File: src/hw/rtl/okvt_pkg.sv
// ----------------------------------------------------------------------------
// okvt_pkg
// shared constants for the insertion-ordered key-value table
// ----------------------------------------------------------------------------
package okvt_pkg;

    localparam int CAPACITY   = 16;
    localparam int KEY_BITS   = 32;
    localparam int VALUE_BITS = 32;

    localparam int IDX_W   = $clog2(CAPACITY);
    localparam int CNT_W   = $clog2(CAPACITY + 1);
    localparam int ENTRY_W = KEY_BITS + VALUE_BITS;

    // request fields
    localparam int OP_W   = 2;
    localparam int FKEY_W = 32;
    localparam int FVAL_W = 32;
    localparam int POS_W  = 4;
    localparam int FCNT_W = 5;

    localparam int OP_LSB  = 0;
    localparam int KEY_LSB = OP_LSB + OP_W;
    localparam int VAL_LSB = KEY_LSB + FKEY_W;
    localparam int POS_LSB = VAL_LSB + FVAL_W;
    localparam int INS_BIT = POS_LSB + POS_W;
    localparam int UPD_BIT = INS_BIT + 1;

    localparam int IN_FIELDS_W  = UPD_BIT + 1;
    localparam int IN_TDATA_W   = ((IN_FIELDS_W + 7) / 8) * 8;
    localparam int OUT_FIELDS_W = 1 + FKEY_W + FVAL_W + FCNT_W + 1;
    localparam int OUT_TDATA_W  = ((OUT_FIELDS_W + 7) / 8) * 8;

    localparam int CMP_W = POS_W + CNT_W;

    typedef logic [OP_W-1:0] t_op;

    localparam t_op OP_FIND_KEY = 2'd0;
    localparam t_op OP_FIND_POS = 2'd1;
    localparam t_op OP_WRITE    = 2'd2;
    localparam t_op OP_ERASE    = 2'd3;

endpackage

File: src/hw/rtl/okvt_ram.sv
// ----------------------------------------------------------------------------
// okvt_ram
// generic single-write, single-read ram with registered read data
// ----------------------------------------------------------------------------
module okvt_ram #(
    parameter int WIDTH = 8,
    parameter int DEPTH = 16
) (
    input  logic                     i_clk,
    input  logic                     i_we,
    input  logic [$clog2(DEPTH)-1:0] i_waddr,
    input  logic [WIDTH-1:0]         i_wdata,
    input  logic [$clog2(DEPTH)-1:0] i_raddr,
    output logic [WIDTH-1:0]         o_rdata
);

    logic [WIDTH-1:0] mem [DEPTH];

    always_ff @(posedge i_clk) begin
        if (i_we) begin
            mem[i_waddr] <= i_wdata;
        end
        o_rdata <= mem[i_raddr];
    end

endmodule

File: src/hw/rtl/ordered_key_value_table_core.sv
// ----------------------------------------------------------------------------
// ordered_key_value_table_core
// insertion-ordered key-value table held in one ram, searched one entry per cycle
//
// channel  dir  fields (lsb first)
// s_axis   in   operation, lookup_key, write_value, position, may_insert, may_update
// m_axis   out  success, found_key, found_value, entry_count, table_full
//
// one request at a time; a key search streams through the ram at one entry
// per cycle; an erase then moves each later entry down one place
// a position lookup reads the ram in S_POS and takes the entry in S_POSRD,
// or goes straight to S_DONE when the position is past the count
// reset clears the entry count and the output valid flag; ram contents are
// only read below the count
// a stalled result waits in the output register while the next request runs
// ----------------------------------------------------------------------------
module ordered_key_value_table_core (
    input  logic                             i_clk,
    input  logic                             i_rst_n,
    input  logic                             s_axis_tvalid,
    output logic                             s_axis_tready,
    // operation, lookup_key, write_value, position, may_insert, may_update
    input  logic [okvt_pkg::IN_TDATA_W-1:0]  s_axis_tdata,
    output logic                             m_axis_tvalid,
    input  logic                             m_axis_tready,
    // success, found_key, found_value, entry_count, table_full, zero pad
    output logic [okvt_pkg::OUT_TDATA_W-1:0] m_axis_tdata
);

    import okvt_pkg::*;

    localparam logic [2:0] S_IDLE   = 3'd0;
    localparam logic [2:0] S_POS    = 3'd1;
    localparam logic [2:0] S_POSRD  = 3'd2;
    localparam logic [2:0] S_SEARCH = 3'd3;
    localparam logic [2:0] S_SHIFT  = 3'd4;
    localparam logic [2:0] S_DONE   = 3'd5;

    logic [2:0]            r_state,    n_state;
    logic [CNT_W-1:0]      r_count,    n_count;
    logic [CNT_W-1:0]      r_ptr,      n_ptr;
    logic                  r_pend,     n_pend;
    logic [IDX_W-1:0]      r_pend_idx, n_pend_idx;
    t_op                   r_op,       n_op;
    logic [KEY_BITS-1:0]   r_key,      n_key;
    logic [VALUE_BITS-1:0] r_val,      n_val;
    logic [POS_W-1:0]      r_pos,      n_pos;
    logic                  r_ins,      n_ins;
    logic                  r_upd,      n_upd;

    logic                  r_res_success, n_res_success;
    logic [FKEY_W-1:0]     r_res_key,     n_res_key;
    logic [FVAL_W-1:0]     r_res_value,   n_res_value;
    logic                  r_res_full,    n_res_full;

    logic                  r_out_valid,   n_out_valid;
    logic                  r_out_success, n_out_success;
    logic [FKEY_W-1:0]     r_out_key,     n_out_key;
    logic [FVAL_W-1:0]     r_out_value,   n_out_value;
    logic [FCNT_W-1:0]     r_out_count,   n_out_count;
    logic                  r_out_full,    n_out_full;

    logic                  ram_we;
    logic [IDX_W-1:0]      ram_waddr;
    logic [ENTRY_W-1:0]    ram_wdata;
    logic [IDX_W-1:0]      ram_raddr;
    logic [ENTRY_W-1:0]    ram_rdata;

    logic [KEY_BITS-1:0]   rd_key;
    logic [VALUE_BITS-1:0] rd_value;
    logic                  hit;
    logic                  pos_ok;
    logic                  s_fire;

    okvt_ram #(
        .WIDTH (ENTRY_W),
        .DEPTH (CAPACITY)
    ) u_ram (
        .i_clk   (i_clk),
        .i_we    (ram_we),
        .i_waddr (ram_waddr),
        .i_wdata (ram_wdata),
        .i_raddr (ram_raddr),
        .o_rdata (ram_rdata)
    );

    assign rd_key   = ram_rdata[ENTRY_W-1:VALUE_BITS];
    assign rd_value = ram_rdata[VALUE_BITS-1:0];
    assign hit      = r_pend && (rd_key == r_key);
    assign pos_ok   = CMP_W'(r_pos) < CMP_W'(r_count);

    assign s_axis_tready = (r_state == S_IDLE);
    assign s_fire        = s_axis_tvalid && s_axis_tready;
    assign m_axis_tvalid = r_out_valid;
    assign m_axis_tdata  = OUT_TDATA_W'({r_out_full, r_out_count, r_out_value,
                                         r_out_key, r_out_success});

    always_comb begin
        n_state       = r_state;
        n_count       = r_count;
        n_ptr         = r_ptr;
        n_pend        = r_pend;
        n_pend_idx    = r_pend_idx;
        n_op          = r_op;
        n_key         = r_key;
        n_val         = r_val;
        n_pos         = r_pos;
        n_ins         = r_ins;
        n_upd         = r_upd;
        n_res_success = r_res_success;
        n_res_key     = r_res_key;
        n_res_value   = r_res_value;
        n_res_full    = r_res_full;
        n_out_valid   = r_out_valid && !m_axis_tready;
        n_out_success = r_out_success;
        n_out_key     = r_out_key;
        n_out_value   = r_out_value;
        n_out_count   = r_out_count;
        n_out_full    = r_out_full;
        ram_we        = 1'b0;
        ram_waddr     = '0;
        ram_wdata     = '0;
        ram_raddr     = '0;

        unique case (r_state)
            S_IDLE: begin
                if (s_fire) begin
                    n_op          = s_axis_tdata[OP_LSB +: OP_W];
                    n_key         = KEY_BITS'(s_axis_tdata[KEY_LSB +: FKEY_W]);
                    n_val         = VALUE_BITS'(s_axis_tdata[VAL_LSB +: FVAL_W]);
                    n_pos         = s_axis_tdata[POS_LSB +: POS_W];
                    n_ins         = s_axis_tdata[INS_BIT];
                    n_upd         = s_axis_tdata[UPD_BIT];
                    n_ptr         = '0;
                    n_pend        = 1'b0;
                    n_res_success = 1'b0;
                    n_res_key     = '0;
                    n_res_value   = '0;
                    n_res_full    = 1'b0;
                    n_state       = (s_axis_tdata[OP_LSB +: OP_W] == OP_FIND_POS)
                                    ? S_POS : S_SEARCH;
                end
            end
            S_POS: begin
                if (pos_ok) begin
                    ram_raddr = IDX_W'(r_pos);
                    n_state   = S_POSRD;
                end else begin
                    n_state   = S_DONE;
                end
            end
            S_POSRD: begin
                n_res_success = 1'b1;
                n_res_key     = FKEY_W'(rd_key);
                n_res_value   = FVAL_W'(rd_value);
                n_state       = S_DONE;
            end
            S_SEARCH: begin
                if (hit) begin
                    n_state = S_DONE;
                    case (r_op)
                        OP_FIND_KEY: begin
                            n_res_success = 1'b1;
                            n_res_value   = FVAL_W'(rd_value);
                        end
                        OP_WRITE: begin
                            if (r_upd) begin
                                ram_we        = 1'b1;
                                ram_waddr     = r_pend_idx;
                                ram_wdata     = {r_key, r_val};
                                n_res_success = 1'b1;
                            end
                        end
                        OP_ERASE: begin
                            n_ptr   = CNT_W'(r_pend_idx) + CNT_W'(1);
                            n_pend  = 1'b0;
                            n_state = S_SHIFT;
                        end
                        default: begin
                        end
                    endcase
                end else if (r_ptr == r_count) begin
                    n_state = S_DONE;
                    if (r_op == OP_WRITE && r_ins) begin
                        if (r_count == CNT_W'(CAPACITY)) begin
                            n_res_full = 1'b1;
                        end else begin
                            ram_we        = 1'b1;
                            ram_waddr     = r_count[IDX_W-1:0];
                            ram_wdata     = {r_key, r_val};
                            n_count       = r_count + CNT_W'(1);
                            n_res_success = 1'b1;
                        end
                    end
                end else begin
                    ram_raddr  = r_ptr[IDX_W-1:0];
                    n_ptr      = r_ptr + CNT_W'(1);
                    n_pend     = 1'b1;
                    n_pend_idx = r_ptr[IDX_W-1:0];
                end
            end
            S_SHIFT: begin
                if (r_pend) begin
                    ram_we    = 1'b1;
                    ram_waddr = r_pend_idx - IDX_W'(1);
                    ram_wdata = ram_rdata;
                end
                if (r_ptr == r_count) begin
                    n_count       = r_count - CNT_W'(1);
                    n_res_success = 1'b1;
                    n_state       = S_DONE;
                end else begin
                    ram_raddr  = r_ptr[IDX_W-1:0];
                    n_ptr      = r_ptr + CNT_W'(1);
                    n_pend     = 1'b1;
                    n_pend_idx = r_ptr[IDX_W-1:0];
                end
            end
            S_DONE: begin
                if (!r_out_valid || m_axis_tready) begin
                    n_out_valid   = 1'b1;
                    n_out_success = r_res_success;
                    n_out_key     = r_res_key;
                    n_out_value   = r_res_value;
                    n_out_count   = FCNT_W'(r_count);
                    n_out_full    = r_res_full;
                    n_state       = S_IDLE;
                end
            end
            default: begin
                n_state = S_IDLE;
            end
        endcase
    end

    always_ff @(posedge i_clk) begin
        if (!i_rst_n) begin
            r_state     <= S_IDLE;
            r_count     <= '0;
            r_out_valid <= 1'b0;
        end else begin
            r_state     <= n_state;
            r_count     <= n_count;
            r_out_valid <= n_out_valid;
        end
    end

    always_ff @(posedge i_clk) begin
        r_ptr         <= n_ptr;
        r_pend        <= n_pend;
        r_pend_idx    <= n_pend_idx;
        r_op          <= n_op;
        r_key         <= n_key;
        r_val         <= n_val;
        r_pos         <= n_pos;
        r_ins         <= n_ins;
        r_upd         <= n_upd;
        r_res_success <= n_res_success;
        r_res_key     <= n_res_key;
        r_res_value   <= n_res_value;
        r_res_full    <= n_res_full;
        r_out_success <= n_out_success;
        r_out_key     <= n_out_key;
        r_out_value   <= n_out_value;
        r_out_count   <= n_out_count;
        r_out_full    <= n_out_full;
    end

    a_full_result: assert property (@(posedge i_clk) disable iff (!i_rst_n)
        r_out_valid && r_out_full |->
            r_out_count == FCNT_W'(CAPACITY) && !r_out_success)
        else $error("full flag without a full table");

    a_count_step: assert property (@(posedge i_clk) disable iff (!i_rst_n)
        $past(i_rst_n) |->
            r_count == $past(r_count) ||
            r_count == CNT_W'($past(r_count) + CNT_W'(1)) ||
            r_count == CNT_W'($past(r_count) - CNT_W'(1)))
        else $error("entry count moved by more than one");

    a_count_range: assert property (@(posedge i_clk) disable iff (!i_rst_n)
        r_state != S_IDLE |-> r_count <= CNT_W'(CAPACITY))
        else $error("entry count beyond capacity");

    a_no_idle_write: assert property (@(posedge i_clk) disable iff (!i_rst_n)
        ram_we |-> r_state == S_SEARCH || r_state == S_SHIFT)
        else $error("ram write outside search or shift");

    a_accept_busy: assert property (@(posedge i_clk) disable iff (!i_rst_n)
        s_fire |=> !s_axis_tready)
        else $error("request taken while another is in flight");

endmodule
File: config.mk
export PLATFORM = sky130hd
export DESIGN_NAME = ordered_key_value_table_core
export DESIGN_NICKNAME = d
export VERILOG_FILES = /design/src/hw/rtl/okvt_pkg.sv /design/src/hw/rtl/okvt_ram.sv /design/src/hw/rtl/ordered_key_value_table_core.sv
export SDC_FILE = /design/constraint.sdc
export NUM_CORES = 1
export LEC_CHECK = 0
export ABC_AREA = 1
export BUFFER_PORTS_ARGS = -buffer_cell sky130_fd_sc_hd__buf_2
export CAP_MARGIN = 20
export CORE_MARGIN = 1.5
export CORE_UTILIZATION = 45
export CTS_CLUSTER_SIZE = 16
export DETAILED_ROUTE_END_ITERATION = 12
export PLACE_DENSITY_LB_ADDON = 0.3
export REMOVE_ABC_BUFFERS = 1
export SYNTH_ARGS = -nofsm -noshare
export SYNTH_HDL_FRONTEND = slang
export SYNTH_SLANG_ARGS = --single-unit
File: constraint.sdc
create_clock -name i_clk -period 6.3 [get_ports i_clk]
set_input_delay 1.26 -clock i_clk [delete_from_list [all_inputs] [get_ports i_clk]]
set_output_delay 1.26 -clock i_clk [all_outputs]
set_load 0.01 [all_outputs]
==> impl_metrics.toml <==
[run_status]
status = "completed"

[global_route]
grt_pass1_vias = 34800
grt_pass1_wl_mm = 221
grt_use_met1_pct = 32.9
busiest_layer = "met2"
antenna_found_initial = 4
gr-usage-met2_pct = 37.2
met3_usage_pct = 3.47
grt_max_degree = 193
overflow = 0
grt_use_total_pct = 23.4

[routing]
drc = 0
wl_per_cell_um = 21.6
drt_iter0_drc = 4064
vias = 36900
dr.pass1.iters = 7
drtAntennaViolNets = 0
totalWireLength_mm = 149
vias_per_cell = 5.37

[cts]
cts-htree-levels = 4
cts_resized = 0
cts_tree = "yes"
clock-sinks = 1316
root_buffer = "clkbuf_16"
postCtsSetupRepairBufs = 0
clk_latency_ns = 0.75
path_clk_slew_ns = 0.06
cts_buffers = 141
clockBufferDepth = 3
cts_hold_buf = 0

[floorplan]
fp.dieH_um = 354
start_util_pct = 45.5
die_x_um = 354
die_area_um2 = 125000
core_area_um2 = 122000
rows = 128
ios = 150

[timing]
fmax_mhz = 221
fin_skew_ns = 0.0289
max_slew.worst_pin.slew_ns = 1.16
timing_hold_violations_final = 0
grt_setup_unrepaired = "false"
slew_headroom_pct = 22.5
worst_slack_ns = 1.77
finalMaxSlewViolations = 0
period_share_pct = 71.9
setup_viol = 0
min_period_ns = 4.53

[synth]
ys_seq_area_share_pct = 69.9
synth_cell_types = 41
yosys.area_share.simple_pct = 20.3
yosysTopAreaCell = "edfxtp_1"
synthFlopType = "edfxtp_1"
synth_top_area_share_pct = 67.3
ys_seq_elements = 1316
synth-xor-area-share_pct = 0.284
synth_compound_area_share_pct = 1.19
synthTopCellsByArea = "edfxtp_1 (67%), nand3_1 (11%), nand2_1 (5.8%)"
synthTopCellsByCount = "edfxtp_1 (1243), nand3_1 (1172), nand2_1 (860), inv_1 (828), nand3b_1 (193)"
syn_inst = 4987
synth_mux_area_share_pct = 0
avgSynthCellArea_um2 = 11.1
yosysMostFrequentCell = "edfxtp_1"
synth_fa_ha_area_share_pct = 0.262
synth_top_family_by_area = "simple AND/OR/NAND/NOR gates"
synth-edff-count = 1243
async_reset_ff_share_pct = 0
synth-warning-count = 0
netlist_area_um2 = 55500

[critical_path]
crit_buf_inv = 5
start_kind = "register"
cp.required_ns = 6.67
worstPathArrival_ns = 4.89
cp_slowest_cell = "nor2_4"
cp_common_cell = "inv_1"
path_cells = "inv_1, nor2_2, inv_1, nor2_1, clkinv_2, buf_4, a21oi_1, o21ai_0, o211ai_1, nand2_1, nor2_4, buf_12"
crit_fanout = 50
end_kind = "register"
cp_top_family = "simple AND/OR/NAND/NOR gates"
critPathMaxStageDelay_ns = 0.67
crit_type = "reg -> reg"

[cells_and_area]
final_nets = 5206
fillers = 10500
area_delta_synth_final_pct = 13.6
drive_gt1_share_pct = 10.2

[power_and_ir_drop]
cellLeakagePower_nw = 25.5
ir_drop_v = 0.000251
p_per_area_nw_per_um2 = 406
power.total_mw = 25.6

[placement]
dp_slack_ns = 1.84
hpwl_mm = 76.9
io_buffer_count = 148
gp_congestion = 0.887

[hold_path]
worstHoldPathType = "reg -> reg"

[run]
drv_cap = 0
[layer usage]
layer,wire length (um),vias up,part of all wire (%)
met1,62800,17900,42
met3,11300,260,7.6
met2,69300,1578,47
met4,5080,0,3.4
li1,-,17100,-
met5,0,-,0
[metrics by stage]
stage	util (%)	instance area [um2]	hold slack, ns	TNS, ns	cells
detailed placement	47.8	58400	0.405	0	6584
floorplan	-	54200	0.400	-905.04	4698
global route	51.7	63000	0.412	0	6862
finish	51.7	63000	0.397	0	6863
global placement	47.8	58300	0.402	0	6578
CTS	51.5	62900	0.393	0	6843
[cell usage in the layout, fill, tap and decap left out, drive strengths merged, types with 2 or more instances in the layout]
cell     synthesis  routed
clkinv           0      43
xor2             7       7
o2111ai          2       2
buf            183     278
o32ai            2       2
dfxtp           73      73
xnor2           11      11
o211ai           2       2
inv            847     851
clkbuf         106     204
nor2           129     129
nor3b            2       2
o22ai           26      26
a21oi           21      21
o21ai           59      59
ha              10      10
bufinv           0       7
a22oi            2       2
nand3b         193     193
edfxtp        1243    1243
nor3            13      13
nand2          864     864
diode            0       3
nand3         1173    1173
nand4           10      10
[sequential cells by signal, summed over array words and instances, names as in the netlist, 2 cells and up]
signal / count
r_count: 5
r_key: 32
r_op: 2
r_out_count: 5
r_out_key: 32
r_out_value: 32
r_pend_idx: 4
r_pos: 4
r_ptr: 5
r_res_key: 32
r_res_value: 32
r_state: 3
r_val: 32
u_ram.mem: 1024
u_ram.o_rdata: 64
[worst paths after layout]
| check | startpoint | endpoint | slack, ns | cells after the start |
|---|---|---|---|---|
| min reg2reg | r_res_value[21]$_SDFFCE_PN0P_ | r_out_value[21]$_DFFE_PP_ | 0.40 | 0 |
| max reg2reg | r_state[2]$_SDFFE_PN0P_ | u_ram.mem[9][10]$_DFFE_PP_ | 1.77 | 12 |
| max | r_state[2]$_SDFFE_PN0P_ | u_ram.mem[9][10]$_DFFE_PP_ | 1.77 | 12 |
| min | r_res_value[21]$_SDFFCE_PN0P_ | r_out_value[21]$_DFFE_PP_ | 0.40 | 0 |
[final cells by class]
| cell class | instances | area [um2] | area share, % |
|---|---|---|---|
| Multi-Input combinational cell | 2535 | 12400 | 19.7 |
| Clock inverter | 55 | 573 | 0.909 |
| Clock buffer | 204 | 3960 | 6.28 |
| Tap cell | 1625 | 2030 | 3.23 |
| Inverter | 847 | 3190 | 5.06 |
| Timing Repair Buffer | 278 | 2050 | 3.25 |
| Antenna cell | 3 | 7.51 | 0.0119 |
| Sequential cell | 1316 | 38800 | 61.5 |
[kinds of logic after synthesis]
family,count (synthesis)
AOI/OAI and AO/OA,118
buffers and inverters,1136
DFF,1316
adders and majority gates,11
xor gates and xnor gates,18
other,1
and+or+nand+nor,2387
[power breakdown]
part,switching [mW],total (mW),leakage [nW],internal (mW)
logic,4.57,6.36,11.2,1.79
registers,0.407,11.2,12.0,10.8
clock network,3.38,8.06,2.21,4.68
total,8.35,25.6,25.5,17.2
Note: power is estimated with default switching activity, not from simulation.
